[src/hw/rtl/oti_ram.sv]
// ----------------------------------------------------------------------------
// oti_ram
// Generic single write port, single read port RAM with registered read data.
// ----------------------------------------------------------------------------
module oti_ram #(
  parameter int WIDTH = 32,
  parameter int DEPTH = 64
) (
  input  logic                     clk,
  input  logic                     we,
  input  logic [$clog2(DEPTH)-1:0] waddr,
  input  logic [WIDTH-1:0]         wdata,
  input  logic                     re,
  input  logic [$clog2(DEPTH)-1:0] raddr,
  output logic [WIDTH-1:0]         rdata
);

  logic [WIDTH-1:0] mem [DEPTH];

  // write port
  always_ff @(posedge clk) begin
    if (we) begin
      mem[waddr] <= wdata;
    end
  end

  // registered read port
  always_ff @(posedge clk) begin
    if (re) begin
      rdata <= mem[raddr];
    end
  end

endmodule

[config.mk]
export PLATFORM = sky130hd
export DESIGN_NAME = oti_ram
export DESIGN_NICKNAME = d
export VERILOG_FILES = /design/src/hw/rtl/oti_ram.sv
export SDC_FILE = /design/constraint.sdc
export NUM_CORES = 2
export LEC_CHECK = 0
export BUFFER_PORTS_ARGS = -buffer_cell sky130_fd_sc_hd__buf_2
export CORE_ASPECT_RATIO = 1.75
export CORE_MARGIN = 10
export CORE_UTILIZATION = 64
export CTS_BUF_LIST = sky130_fd_sc_hd__clkbuf_8
export DETAILED_ROUTE_END_ITERATION = 8
export MAX_ROUTING_LAYER = met4
export PLACE_DENSITY = 0.85
export SKIP_LAST_GASP = 1
export SLEW_MARGIN = 20
export SYNTH_ARGS = -nofsm -noshare
export SYNTH_HDL_FRONTEND = slang
export SYNTH_SLANG_ARGS = --single-unit
[constraint.sdc]
create_clock -name clk -period 5.1 [get_ports clk]
set_input_delay 1.02 -clock clk [delete_from_list [all_inputs] [get_ports clk]]
set_output_delay 1.02 -clock clk [all_outputs]
set_load 0.1 [all_outputs]
==> flow_summary.toml <==
[outcome]
status = "finished, final reports clean"

[finish]
fin_cells = 5504
layout_commonest_cell = "edfxtp_1"
final_area_um2 = 87400
drive_gt1_share_pct = 30.9
multi_input_area_um2 = 16000
final-seq-area_um2 = 62500
num-fill-cells = 6391
final_cell_mix = "edfxtp_1 (2080), mux4_2 (544), clkbuf_8 (292)"
synthToLayoutAreaGrowth_pct = 10.9
nNetsFinal = 3718

[floorplan]
io_pins = 79
die_h_um = 484
dieArea_um2 = 138000
die_x_um = 285
core_um2 = 123000
rows = 170
start_util_pct = 64.3

[timing]
final.setup.tns_ns = 0
slew_headroom_pct = 21.1
hold_viol_final = 0
min_period_over_period_pct = 68.7
min_period_ns = 3.50
worst_slack_ns = 1.60
slew_violations = 0
finClkSkew_ns = 0.0536
setup_viol = 0
grt_setup_unrepaired = "no"
tightest_slew_ns = 1.18
fmax_ghz = 0.285

[place]
place_area_um2 = 82500
port-buffer-count = 78
dpl.cell_count = 5019
dpl_worst_slack_ns = 0.890
dp_hpwl_um = 119000
routabilityCongestion = 0.868

[synth]
syn-cell-area_um2 = 78800
synthArstFlopShare_pct = 0
synth_edf_count = 2080
yosysWarnings = 0
synth_seq_area_share_pct = 79.2
synth_cell_types = 33
postSynthAreaPerCell_um2 = 23.7
synth_nets = 3371
netlist_instances = 3324
ys_ff_latch = 2080
synthFlopType = "edfxtp_1"

[min_path]
holdCritPathClass = "in -> reg"
hold_start = "wdata[12]"
whs_path_depth = 1

[setup_path]
critPathMostFrequentCell = "nor2_1"
reg2reg_depth = 4
cp_slowest_stage_delay_ns = 0.82
path_cells = "buf_4 -> buf_12 -> or2_1 -> o22ai_1 -> nor2_1 -> a21oi_1 -> nor2_1"
ff2ff_setup_slack_ns = 2.39
path_class = "in -> reg"
r2r_start = "mem[63][12]$_DFFE_PP_"
cp.arrival_ns = 4.34
cp-end-kind = "flop"
cp.required_ns = 5.93
critPathLaunchType = "input pin"
cp-startpoint = "raddr[3]"
path_max_fanout = 31
cp_slowest_cell = "nor2_1"

[global_routing]
grtUsageTotal_pct = 31.4
grt_overflow = 0
antenna_found_initial = 15
grt_max_degree = 71
grt_pass1_vias = 40700
grt_pass1_wl_um = 296000

[clock_network]
cts_max_level = 5
cts_root_buffer = "clkbuf_8"
cts_tree = "yes"
cts_inserted_buffers = 284
cts.clk_slew.worst_paths_ns = 0.07
cts_setup_buffers = 0
hold_buffers = 0
clock_path_buffers = 4
post_cts_resized = 0
insertion_delay_ns = 1.00
cts.sinks = 2080

[detailed_routing]
routed_wl_um = 207000
wire_per_inst_um = 37.6
drt_first_pass_iters = 6
drt_iter0_markers = 6109
detail-route-antenna-nets = 0
via_per_inst = 7.09
vias = 39000
drc_errors = 0

[flow_run]
drv_cap = 0

[power_and_ir_drop]
p_leak_nw = 27.5
peakVddDrop_uv = 167
pwr_density_cell_nw_per_um2 = 373
## state kept, by name (all words and copies together), names as in the netlist
| name | cells |
|---|---|
| mem | 2048 |
| rdata | 32 |
## stage by stage
step	utilization, %	power (W)	hold WS [ns]
finish	71.4	0.0326	0.574
global route	71.4	0.0334	0.556
floorplan	-	0.0205	0.750
detailed placement	67.3	0.0214	0.840
CTS	71.3	0.0326	0.645
global placement	67.3	0.0213	0.793
## final timing paths
kind                            to
max            rdata[29]$_DFFE_PP_
min          mem[16][12]$_DFFE_PP_
max reg2reg    rdata[12]$_DFFE_PP_
min reg2reg     rdata[4]$_DFFE_PP_
## layout make-up
class / count / share of cell area (%)
Clock buffer: 292 / 4.60
Tap cell: 1634 / 2.34
Timing Repair Buffer: 243 / 2.31
Sequential cell: 2080 / 71.4
Clock inverter: 180 / 1.03
Multi-Input combinational cell: 1062 / 18.3
Antenna cell: 13 / 0.0372
## worst max-delay path, delay by kind of cell
| kind | cells | cell delay [ns] |
|---|---|---|
| and+or+nand+nor | 3 | 1.82 |
| AOI/OAI and AO/OA | 2 | 0.63 |
| buffers and inverters | 2 | 0.78 |
## cells by family (layout without fill, tap and decap cells)
| group | count (synthesis) | in the layout | share of synthesized area (%) |
|---|---|---|---|
| AO/OA/AOI/OAI | 202 | 202 | 1.67 |
| multiplexers | 637 | 637 | 16.7 |
| AND/OR/NAND/NOR | 223 | 223 | 1.26 |
| flip-flops | 2080 | 2080 | 79.2 |
| other | 0 | 13 | 0 |
| buffers and inverters | 182 | 715 | 1.12 |
## report_power, final
part / switching, W / leakage [nW] / internal, W
clock: 0.00594 / 2.79 / 0.00560
sequential: 0.0000528 / 18.7 / 0.0190
combinational: 0.00141 / 5.94 / 0.000645
## routing by layer
metal  share of wire [%]  GRT usage, %
met1                  30          36.0
met2                  50          49.5
met3                  12          7.45
met4                 8.1          20.9
met5                   0             -
## Yosys cell counts, types with 7 or more instances
master    number  area share, %
o22ai_1       84           0.67
a311oi_1       8          0.089
nor2b_1       15           0.12
edfxtp_1    2080             79
mux4_2       544             16
buf_2         57           0.36
o221ai_1      27           0.30
mux2i_1       93            1.2
nor2_1       137           0.65
nand2b_1       8          0.063
a22oi_1       12           0.11
buf_1         21           0.10
a21oi_1       62           0.39
nor3_1         7          0.044
clkbuf_1      74           0.35
buf_4         25           0.24
nand2_1       26           0.12
Note: power is estimated with default switching activity, not from simulation.
