$ cat src/hw/rtl/oti_pkg.sv
// ----------------------------------------------------------------------------
// oti_pkg
// Types, codes and sizing defaults for the oblique tree ensemble scorer.
// ----------------------------------------------------------------------------
package oti_pkg;

  // sizing defaults for the top level parameters
  localparam int MAX_TREES_DEF      = 64;
  localparam int NODES_PER_TREE_DEF = 32;
  localparam int MAX_DEPTH_DEF      = 4;
  localparam int MAX_FEATURES_DEF   = 64;

  // item action codes
  localparam logic [1:0] ACT_NODE = 2'd0;
  localparam logic [1:0] ACT_FEAT = 2'd1;
  localparam logic [1:0] ACT_EVAL = 2'd2;

  // configuration register map
  localparam int CFG_IDX_W  = 2;
  localparam int CFG_DATA_W = 32;
  localparam logic [CFG_IDX_W-1:0] CFG_TREE_COUNT = 2'd0;
  localparam logic [CFG_IDX_W-1:0] CFG_STEP_SCALE = 2'd1;
  localparam logic [CFG_IDX_W-1:0] CFG_BASE_SCORE = 2'd2;

  // register reset values
  localparam logic [6:0]         TREE_COUNT_RST = 7'd0;
  localparam logic [16:0]        STEP_SCALE_RST = 17'd7864;
  localparam logic [16:0]        STEP_SCALE_ONE = 17'd65536;
  localparam logic signed [31:0] BASE_SCORE_RST = 32'sd0;

  // datapath widths
  localparam int SCORE_W = 48;
  localparam int ACC_W   = 64;
  localparam int PROD_W  = 50;
  localparam int TEST_W  = 48;

  // saturation bounds of the score in accumulator width
  localparam logic signed [ACC_W-1:0] SCORE_MAX = 64'sh0000_7FFF_FFFF_FFFF;
  localparam logic signed [ACC_W-1:0] SCORE_MIN = 64'shFFFF_8000_0000_0000;

  // one node store entry
  typedef struct packed {
    logic               leaf;
    logic               oblique;
    logic [5:0]         fa;
    logic [5:0]         fb;
    logic signed [31:0] value;
    logic signed [15:0] ca;
    logic signed [15:0] cb;
    logic signed [31:0] bias;
    logic [4:0]         lc;
    logic [4:0]         rc;
  } node_t;

  localparam int NODE_W = $bits(node_t);

  // sequencer to accumulator control
  typedef struct packed {
    logic clear;
    logic add;
  } acc_ctl_t;

endpackage

$ cat src/hw/rtl/oti_split_eval.sv
// ----------------------------------------------------------------------------
// oti_split_eval
// Two stage split test: products and axis compare, then oblique sum and sign.
// ----------------------------------------------------------------------------
module oti_split_eval (
  input  logic               clk,
  input  logic               rst,
  input  logic               start,
  input  oti_pkg::node_t     node,
  input  logic signed [31:0] xa,
  input  logic signed [31:0] xb,
  output logic               done,
  output logic               go_left
);

  logic                             v1;
  logic                             obl;
  logic                             axis_lt;
  logic signed [oti_pkg::TEST_W-1:0] pa;
  logic signed [oti_pkg::TEST_W-1:0] pb;
  logic signed [oti_pkg::TEST_W-1:0] bias_s;
  logic signed [oti_pkg::TEST_W-1:0] sum;

  // stage valid bits
  always_ff @(posedge clk) begin
    if (rst) begin
      v1   <= 1'b0;
      done <= 1'b0;
    end else begin
      v1   <= start;
      done <= v1;
    end
  end

  // stage 1: coefficient products, bias to Q18.30, axis compare
  always_ff @(posedge clk) begin
    if (start) begin
      pa      <= $signed(node.ca) * $signed(xa);
      pb      <= $signed(node.cb) * $signed(xb);
      bias_s  <= {{(oti_pkg::TEST_W - 46){node.bias[31]}}, node.bias, 14'b0};
      axis_lt <= $signed(xa) < $signed(node.value);
      obl     <= node.oblique;
    end
  end

  // stage 2: sign of the oblique sum decides
  assign sum = pa + pb + bias_s;

  always_ff @(posedge clk) begin
    if (v1) begin
      go_left <= obl ? sum[oti_pkg::TEST_W-1] : axis_lt;
    end
  end

endmodule

$ cat config.mk
export PLATFORM = sky130hd
export DESIGN_NAME = oti_split_eval
export DESIGN_NICKNAME = d
export VERILOG_FILES = /design/src/hw/rtl/oti_pkg.sv /design/src/hw/rtl/oti_split_eval.sv
export SDC_FILE = /design/constraint.sdc
export NUM_CORES = 2
export LEC_CHECK = 0
export BUFFER_PORTS_ARGS = -buffer_cell sky130_fd_sc_hd__buf_2
export CORE_UTILIZATION = 60
export CTS_BUF_LIST = sky130_fd_sc_hd__clkbuf_8
export DETAILED_ROUTE_END_ITERATION = 8
export PLACE_DENSITY = 0.78
export SLEW_MARGIN = 30
export SYNTH_ARGS = -nofsm -noshare
export SYNTH_HDL_FRONTEND = slang
export SYNTH_SLANG_ARGS = --single-unit
$ cat constraint.sdc
create_clock -name clk -period 18.55 [get_ports clk]
set_clock_uncertainty 0.1 [all_clocks]
set_input_delay 4.6375 -clock clk [delete_from_list [all_inputs] [get_ports clk]]
set_output_delay 4.6375 -clock clk [all_outputs]
set_load 0.05 [all_outputs]
==> results.toml <==
[floorplan]
dieArea_mm2 = 0.0719
core_region_area_mm2 = 0.0700
io_pins = 189
die_y_um = 268
rows = 97
start_util = 0.607
die_w_um = 268

[routing]
drtIter0Drc = 1864
vias = 30400
ant_nets = 0
dr.pass1.iters = 5
routed_via_density = 5.57
wire_per_inst_um = 17.6
drc_errors = 0
totalWireLength_mm = 96.0

[logic_synthesis]
syn_area_mm2 = 0.0425
synthCells = 4499
yosysSeqAreaShare = 0.0935
synth_largest_area_cell = "fa_1"
synth_edf_count = 131
avgSynthCellArea_um2 = 9.44
synth_cell_types = 77
ys_ff_latch = 133
synthArstFlopShare = 0
yosys_warnings = 0
synth_top_flop_cell = "edfxtp_1"
synth_top_area_share = 0.473
synth_nets = 6008
synth_area_leaders = "fa_1 (47%), inv_1 (10%), ha_1 (9.3%)"

[setup_path]
cp.buffers_inverters = 6
cp_max_fo = 32
worst_path_max_delay_cell = "a2111oi_1"
critPathLaunchType = "primary input"
reg2reg_from = "bias_s[36]"
path_delay_family = "adder cells"
criticalPathCategory = "in2reg"
path_cells = "buf_2 > nand2_1 > fa_1 > inv_1 > fa_1 > inv_1 > fa_1 > inv_1 > fa_1 > fa_1 > inv_1 > fa_1 > inv_1 > ha_1 > a211oi_1 > o21ai_0 > nor2_1 > o21ai_0 > a2111oi_1 > nor2_1 > a22oi_2 > o211a_1 > nor3_1"
cp-end-kind = "flop"
slowest_delay_ns = 0.80
required_ns = 18.72
crit_arrival_ns = 11.43
cpMostUsedCell = "fa_1"
worstSetupStartpoint = "node[49]"

[sta]
setup_viol = 0
setup_tns_ns = 0
rsz0062_at_grt = "no"
hold_violations = 0
relSlewSlack = 0.415
finalMaxSlewViolations = 0
worstMarginPinSlew_ns = 0.878
max_freq_ghz = 0.0888
fin_crit_sh = 0.607
finalCriticalPeriod_ns = 11.26

[clock_tree]
clock-sinks = 133
ctsHoldBuffers = 0
cts_root_buf = "clkbuf_8"
clk_path_buf_depth = 3
h-tree-depth = 4
post_cts_buffers = 0
cts_buffers = 25
path_clk_slew_ns = 0.07
cts_resized = 0
clkLatencyLatePin_ns = 0.52
cts_tree = "built"

[placed_design]
port-buffer-count = 165
hpwl_mm = 76.1
place.gp.congestion = 0.883
place_area_mm2 = 0.0438

[cells_and_area]
final_common_cell = "inv_1"
nets = 6019
antenna_cells = 0
area_growth_syn_to_layout_pct = 4.00
final_cell_mix = "inv_1 (1131), fa_1 (1005), nand2_1 (606)"
fin_util = 0.631
design_area_mm2 = 0.0442
layout-drive-gt1-share = 0.0489

[grt]
grt_first_pass_wirelength_mm = 162
first_global_vias = 33100
track_usage = 0.288
grt_max_degree = 69
antenna_found_initial = 1
overflow = 0

[run_status]
status = "complete, no violations"

[worst_hold_path]
holdCritStartpoint = "v1"
hp-class = "reg2reg"

[job]
cap_violations = 0
==> worst register-to-register path, delay by kind of cell (launching register included) <==
kind	cells	cell delay, ns
AO/OA/AOI/OAI	3	0.74
XOR/XNOR	1	0.22
adder cells (fa/ha/maj)	2	0.84
flip-flops	1	0.45
AND/OR/NAND/NOR	5	1.28
==> flip-flops by register name, indices dropped and copies added (netlist names) <==
signal	count
done	1
axis_lt	1
pa	48
bias_s	32
obl	1
v1	1
go_left	1
pb	48
==> final timing paths <==
path	end	slack (ns)	cells past startpoint
worst min-delay path	go_left	0.39	0
worst max register to register	go_left	14.66	11
worst min register to register	go_left	0.39	0
worst max-delay path	pb[47]	7.29	23
==> layout make-up <==
class,count,area (um^2)
Clock inverter,8,36.3
Multi-Input combinational cell,3053,33600
Fill cell,5761,25800
Inverter,1131,4250
Clock buffer,25,344
Tap cell,940,1180
Timing Repair Buffer,166,836
Sequential cell,133,3970
==> Yosys cell counts (17+ instances only) <==
master    number
a21o_1        68
nor2b_1       19
o21ai_0       58
xnor2_1       75
ha_1         317
nand4_1       22
nand3_1       22
fa_1        1005
nor2_1       110
nand2_1      606
a21oi_1      109
inv_1       1129
nor3_1        17
clkbuf_1     172
edfxtp_1     131
xor2_1        27
and2_1       414
nand2b_1      29
==> kinds of logic after synthesis <==
kind of cell	after synthesis	synth area share
buf+inv	1313	0.116
compound gates	361	0.0583
mux	1	0.000236
fa+ha+maj	1322	0.567
xor+xnor	102	0.0210
simple gates	1267	0.144
flops	133	0.0935
==> through the flow <==
| step | cells | hold slack (ns) | setup slack [ns] |
|---|---|---|---|
| 4_1_cts | 5456 | 0.384 | 7.20 |
| 3_3_place_gp | 5423 | 0.341 | 6.76 |
| 5_1_grt | 5456 | 0.401 | 6.98 |
| 2_1_floorplan | 4499 | 0.327 | 8.04 |
| 6_report | 5456 | 0.392 | 7.29 |
| 3_5_place_dp | 5423 | 0.365 | 6.71 |
==> layer usage <==
metal | global-route usage | vias to the layer above | wire length, um
met5 | 0 | - | 0
met4 | 0.114 | 0 | 3620
met3 | 0.0440 | 262 | 7200
met2 | 0.499 | 1215 | 49200
met1 | 0.363 | 15600 | 36000
li1 | - | 13300 | -
Power is not shown: default switching activity piles up to over one toggle a cycle in this logic, so the estimate is an artifact.
