**src/hw/rtl/oti_pkg.sv**
```systemverilog
// ----------------------------------------------------------------------------
// oti_pkg
// Types, codes and sizing defaults for the oblique tree ensemble scorer.
// ----------------------------------------------------------------------------
package oti_pkg;

  // sizing defaults for the top level parameters
  localparam int MAX_TREES_DEF      = 64;
  localparam int NODES_PER_TREE_DEF = 32;
  localparam int MAX_DEPTH_DEF      = 4;
  localparam int MAX_FEATURES_DEF   = 64;

  // item action codes
  localparam logic [1:0] ACT_NODE = 2'd0;
  localparam logic [1:0] ACT_FEAT = 2'd1;
  localparam logic [1:0] ACT_EVAL = 2'd2;

  // configuration register map
  localparam int CFG_IDX_W  = 2;
  localparam int CFG_DATA_W = 32;
  localparam logic [CFG_IDX_W-1:0] CFG_TREE_COUNT = 2'd0;
  localparam logic [CFG_IDX_W-1:0] CFG_STEP_SCALE = 2'd1;
  localparam logic [CFG_IDX_W-1:0] CFG_BASE_SCORE = 2'd2;

  // register reset values
  localparam logic [6:0]         TREE_COUNT_RST = 7'd0;
  localparam logic [16:0]        STEP_SCALE_RST = 17'd7864;
  localparam logic [16:0]        STEP_SCALE_ONE = 17'd65536;
  localparam logic signed [31:0] BASE_SCORE_RST = 32'sd0;

  // datapath widths
  localparam int SCORE_W = 48;
  localparam int ACC_W   = 64;
  localparam int PROD_W  = 50;
  localparam int TEST_W  = 48;

  // saturation bounds of the score in accumulator width
  localparam logic signed [ACC_W-1:0] SCORE_MAX = 64'sh0000_7FFF_FFFF_FFFF;
  localparam logic signed [ACC_W-1:0] SCORE_MIN = 64'shFFFF_8000_0000_0000;

  // one node store entry
  typedef struct packed {
    logic               leaf;
    logic               oblique;
    logic [5:0]         fa;
    logic [5:0]         fb;
    logic signed [31:0] value;
    logic signed [15:0] ca;
    logic signed [15:0] cb;
    logic signed [31:0] bias;
    logic [4:0]         lc;
    logic [4:0]         rc;
  } node_t;

  localparam int NODE_W = $bits(node_t);

  // sequencer to accumulator control
  typedef struct packed {
    logic clear;
    logic add;
  } acc_ctl_t;

endpackage

```
**src/hw/rtl/oti_score_acc.sv**
```systemverilog
// ----------------------------------------------------------------------------
// oti_score_acc
// Exact Q32.32 score accumulator with final round and 48 bit saturation.
// ----------------------------------------------------------------------------
module oti_score_acc (
  input  logic                              clk,
  input  logic                              rst,
  input  oti_pkg::acc_ctl_t                 ctl,
  input  logic signed [31:0]                base_score,
  input  logic [16:0]                       scale,
  input  logic signed [31:0]                weight,
  output logic                              busy,
  output logic signed [oti_pkg::SCORE_W-1:0] score
);

  logic                              prod_valid;
  logic signed [oti_pkg::PROD_W-1:0] prod;
  logic signed [oti_pkg::ACC_W-1:0]  acc;
  logic signed [oti_pkg::ACC_W-1:0]  acc_rnd;
  logic signed [oti_pkg::ACC_W-1:0]  acc_sh;

  // product stage
  always_ff @(posedge clk) begin
    if (rst) begin
      prod_valid <= 1'b0;
    end else begin
      prod_valid <= ctl.add;
    end
  end

  always_ff @(posedge clk) begin
    if (ctl.add) begin
      prod <= $signed({1'b0, scale}) * weight;
    end
  end

  // accumulate stage, cleared to base_score in Q32.32
  always_ff @(posedge clk) begin
    if (ctl.clear) begin
      acc <= {{(oti_pkg::ACC_W - 48){base_score[31]}}, base_score, 16'b0};
    end else if (prod_valid) begin
      acc <= acc + {{(oti_pkg::ACC_W - oti_pkg::PROD_W){prod[oti_pkg::PROD_W-1]}}, prod};
    end
  end

  assign busy = prod_valid;

  // round half up to Q32.16, then saturate
  assign acc_rnd = acc + 64'sd32768;
  assign acc_sh  = acc_rnd >>> 16;

  always_comb begin
    if (acc_sh > oti_pkg::SCORE_MAX) begin
      score = oti_pkg::SCORE_MAX[oti_pkg::SCORE_W-1:0];
    end else if (acc_sh < oti_pkg::SCORE_MIN) begin
      score = oti_pkg::SCORE_MIN[oti_pkg::SCORE_W-1:0];
    end else begin
      score = acc_sh[oti_pkg::SCORE_W-1:0];
    end
  end

endmodule

```
**config.mk**
```make
export PLATFORM = sky130hd
export DESIGN_NAME = oti_score_acc
export DESIGN_NICKNAME = d
export VERILOG_FILES = /design/src/hw/rtl/oti_pkg.sv /design/src/hw/rtl/oti_score_acc.sv
export SDC_FILE = /design/constraint.sdc
export NUM_CORES = 2
export LEC_CHECK = 0
export BUFFER_PORTS_ARGS = -buffer_cell sky130_fd_sc_hd__buf_4
export CORE_MARGIN = 3
export CORE_UTILIZATION = 65
export DETAILED_ROUTE_END_ITERATION = 6
export PLACE_DENSITY = 0.84
export SLEW_MARGIN = 20
export SYNTH_ARGS = -nofsm -noshare
export SYNTH_HDL_FRONTEND = slang
export SYNTH_SLANG_ARGS = --single-unit
```
**constraint.sdc**
```tcl
create_clock -name clk -period 8.23 [get_ports clk]
set_input_delay 1.2345 -clock clk [delete_from_list [all_inputs] [get_ports clk]]
set_output_delay 1.2345 -clock clk [all_outputs]
set_load 0.03 [all_outputs]
```
==> metrics.cfg <==
[placed_design]
port_buffers = 133
dp.final_hpwl_um = 56800
globalplace.congestion = 0.942
pre_cts_slack_ps = 468

[logic_synthesis]
synthCells = 3110
syn_area_per_cell_um2 = 8.94
yosys.area_share.simple_pct = 16.8
synth_cell_types = 69
ys_async_sr_fraction_pct = 0
yosysTopAreaCell = fa_1
yosysMostFrequentCell = inv_1
synthFlopType = edfxtp_1
synth_seq_cells = 115
netlist_area_mm2 = 0.0278
synth_top_family_by_area = adder cells
yosys_warnings = 0
syn_nets = 3899
synth-edff-count = 98
ys_top_cells_by_area = fa_1 38%, edfxtp_1 11%, inv_1 8.7%
synthTopCellsByCount = 647 x inv_1, 522 x fa_1, 353 x nand2_1
synth-compound-area-share_pct = 9.82
seq_area_frac_synth_pct = 11.8
synth_fa_ha_area_share_pct = 45.8
synth-xor-area-share_pct = 4.79
synth.area.mux_share_pct = 0.432
synth_top_area_share_pct = 37.6

[timing]
relSlewSlack_pct = 38.4
clock.fmax_mhz = 135
whs_ps = 466
finClkSkew_ps = 11.8
hold_viol = 0
finalCriticalPeriod_ps = 7410
finalSetupViolations = 0
layout_setup_ws_ps = 823
fin_setup_tns_ps = 0
rsz0062_at_grt = false
maxSlewViolCount = 0
tightestPinTransition_ps = 921
period_share_pct = 90.0

[clock_tree]
clock-sinks = 115
numCtsBuffers = 17
cts_hold_repair.buffers = 0
clk-insertion-delay-late_ps = 430
clk_root_buffer_cell = clkbuf_16
clk_pin_slew_worst_paths_ps = 50
clockBufferDepth = 2
cts_tree = done
post_cts_buffers = 0
post_cts_resized = 0
cts-htree-levels = 4

[die]
rows = 75
start_util_pct = 66.0
coreArea_mm2 = 0.0421
dieHeight_um = 213
ioPinCount = 134
die-area_mm2 = 0.0453
die-width_um = 213

[setup_path]
critPathCaptureType = flop
cp_common_cell = fa_1
max_stage_delay_ps = 540
crit_arrival_ps = 7580
cp_cell_sequence = buf_4 > and2_1 > fa_1 > inv_1 > fa_1 > inv_1 > fa_1 > fa_1 > fa_1 > inv_1 > fa_1 > inv_1 > ha_1 > a21o_1 > a21o_1 > a21oi_1 > o21ai_0 > a211o_1 > o31a_1 > o21ai_1 > a21oi_1 > a221oi_2 > xnor2_1
worstSetupPathType = in -> reg
cp.required_ps = 8400
cp_num_buf_inv = 5
path_max_fanout = 32
start_kind = input pin
crit_slowest_cell = fa_1
cp_top_family = adder cells

[global_route]
grt_pass1_vias = 22808
overflow = 0
grt_pass1_wl_um = 116000
antenna_found_initial = 0
grt.total_usage_pct = 32.3
grt_max_degree = 53

[route]
viasPerCell = 5.78
drc = 0
drt-total-wl_um = 69700
drt_first_pass_iters = 6
drt_iter0_drc = 1547
avgRoutedWirePerCell_um = 18.9
vias = 21313
final_antenna_net_count = 0

[hold_path]
hp-class = reg -> reg

[outcome]
status = complete, no violations

[final_layout]
nFillCells = 3170
syn2layout_area_growth_pct = 6.50
nNetsFinal = 3925
diodes = 0
layout-drive-gt1-share_pct = 5.75
multi_input_area_mm2 = 0.0216
ff_latch_area_mm2 = 0.00328

[flow_run]
drv_cap = 0

[worst min-delay path, stage by stage (launching register included)]
cell	delay [ps]
dfxtp_1	330
nand2_1	50
o21ai_0	50
[stage by stage]
stage | utilization, % | cell area, µm² | cells
after floorplan | - | 27800 | 3110
after global placement | 68.8 | 29000 | 3656
after detailed placement | 68.8 | 29000 | 3656
after CTS | 70.3 | 29600 | 3688
after global routing | 70.3 | 29600 | 3688
final | 70.3 | 29600 | 3688
[cell usage in the layout, fill, tap and decap left out, types with 5 or more instances in the layout]
cell type and n:
or3_1 5, nor4_1 5, and2_1 326, mux2i_1 12, edfxtp_1 98, o21ai_0 89
ha_1 182, fa_1 522, a21o_1 75, nor3_1 19, buf_4 139, inv_1 646
a21oi_1 120, o211ai_1 7, a31oi_1 9, o21a_1 15, and3_1 26, dfxtp_1 17
clkbuf_16 17, o31ai_1 12, a211oi_1 15, nand4_1 29, or2_2 5, nor2_1 81
nand2_1 353, o31a_1 7, xnor2_1 107, nand3_1 43, nand2b_1 8, and4_1 5
nor2b_1 9, o21bai_1 22, xor2_1 45
[per-layer routing]
layer,routed length (µm),track usage (%)
met5,0,0
met2,32600,51.9
met3,6310,6.13
met1,29300,45.4
met4,1540,9.36
[layout make-up]
| cell class | instances | share of cell area (%) |
|---|---|---|
| well taps | 539 | 2.28 |
| clock inverters | 12 | 0.550 |
| repair buffers | 139 | 3.53 |
| flip-flops and latches | 115 | 11.1 |
| clock buffers | 20 | 1.48 |
| inverters | 648 | 8.22 |
| multi-input cells | 2215 | 72.9 |
[state kept, by name, summed over array words and instances (netlist names)]
signal  cells
busy        1
acc        64
prod       50
[final timing paths]
check                            start                    to  slack (ps)  cells after the start
setup / recovery             scale[14]    prod[46]$_DFFE_PP_         820                     23
setup reg to reg   acc[0]$_SDFFE_PP0P_     acc[60]$_DFFE_PP_        4490                     13
hold reg to reg   acc[11]$_SDFFE_PP0P_  acc[11]$_SDFFE_PP0P_         470                      2
hold / removal    acc[11]$_SDFFE_PP0P_  acc[11]$_SDFFE_PP0P_         470                      2
[kinds of logic after synthesis]
family / count (synthesis)
xor gates and xnor gates: 152
muxes: 12
AOI/OAI and AO/OA: 421
and+or+nand+nor: 926
adders and majority gates: 704
buffers and inverters: 780
DFF: 115
Power is left out: the tool's default activity adds up to more than one toggle a clock period on the data nets, which glitch-free logic cannot reach.
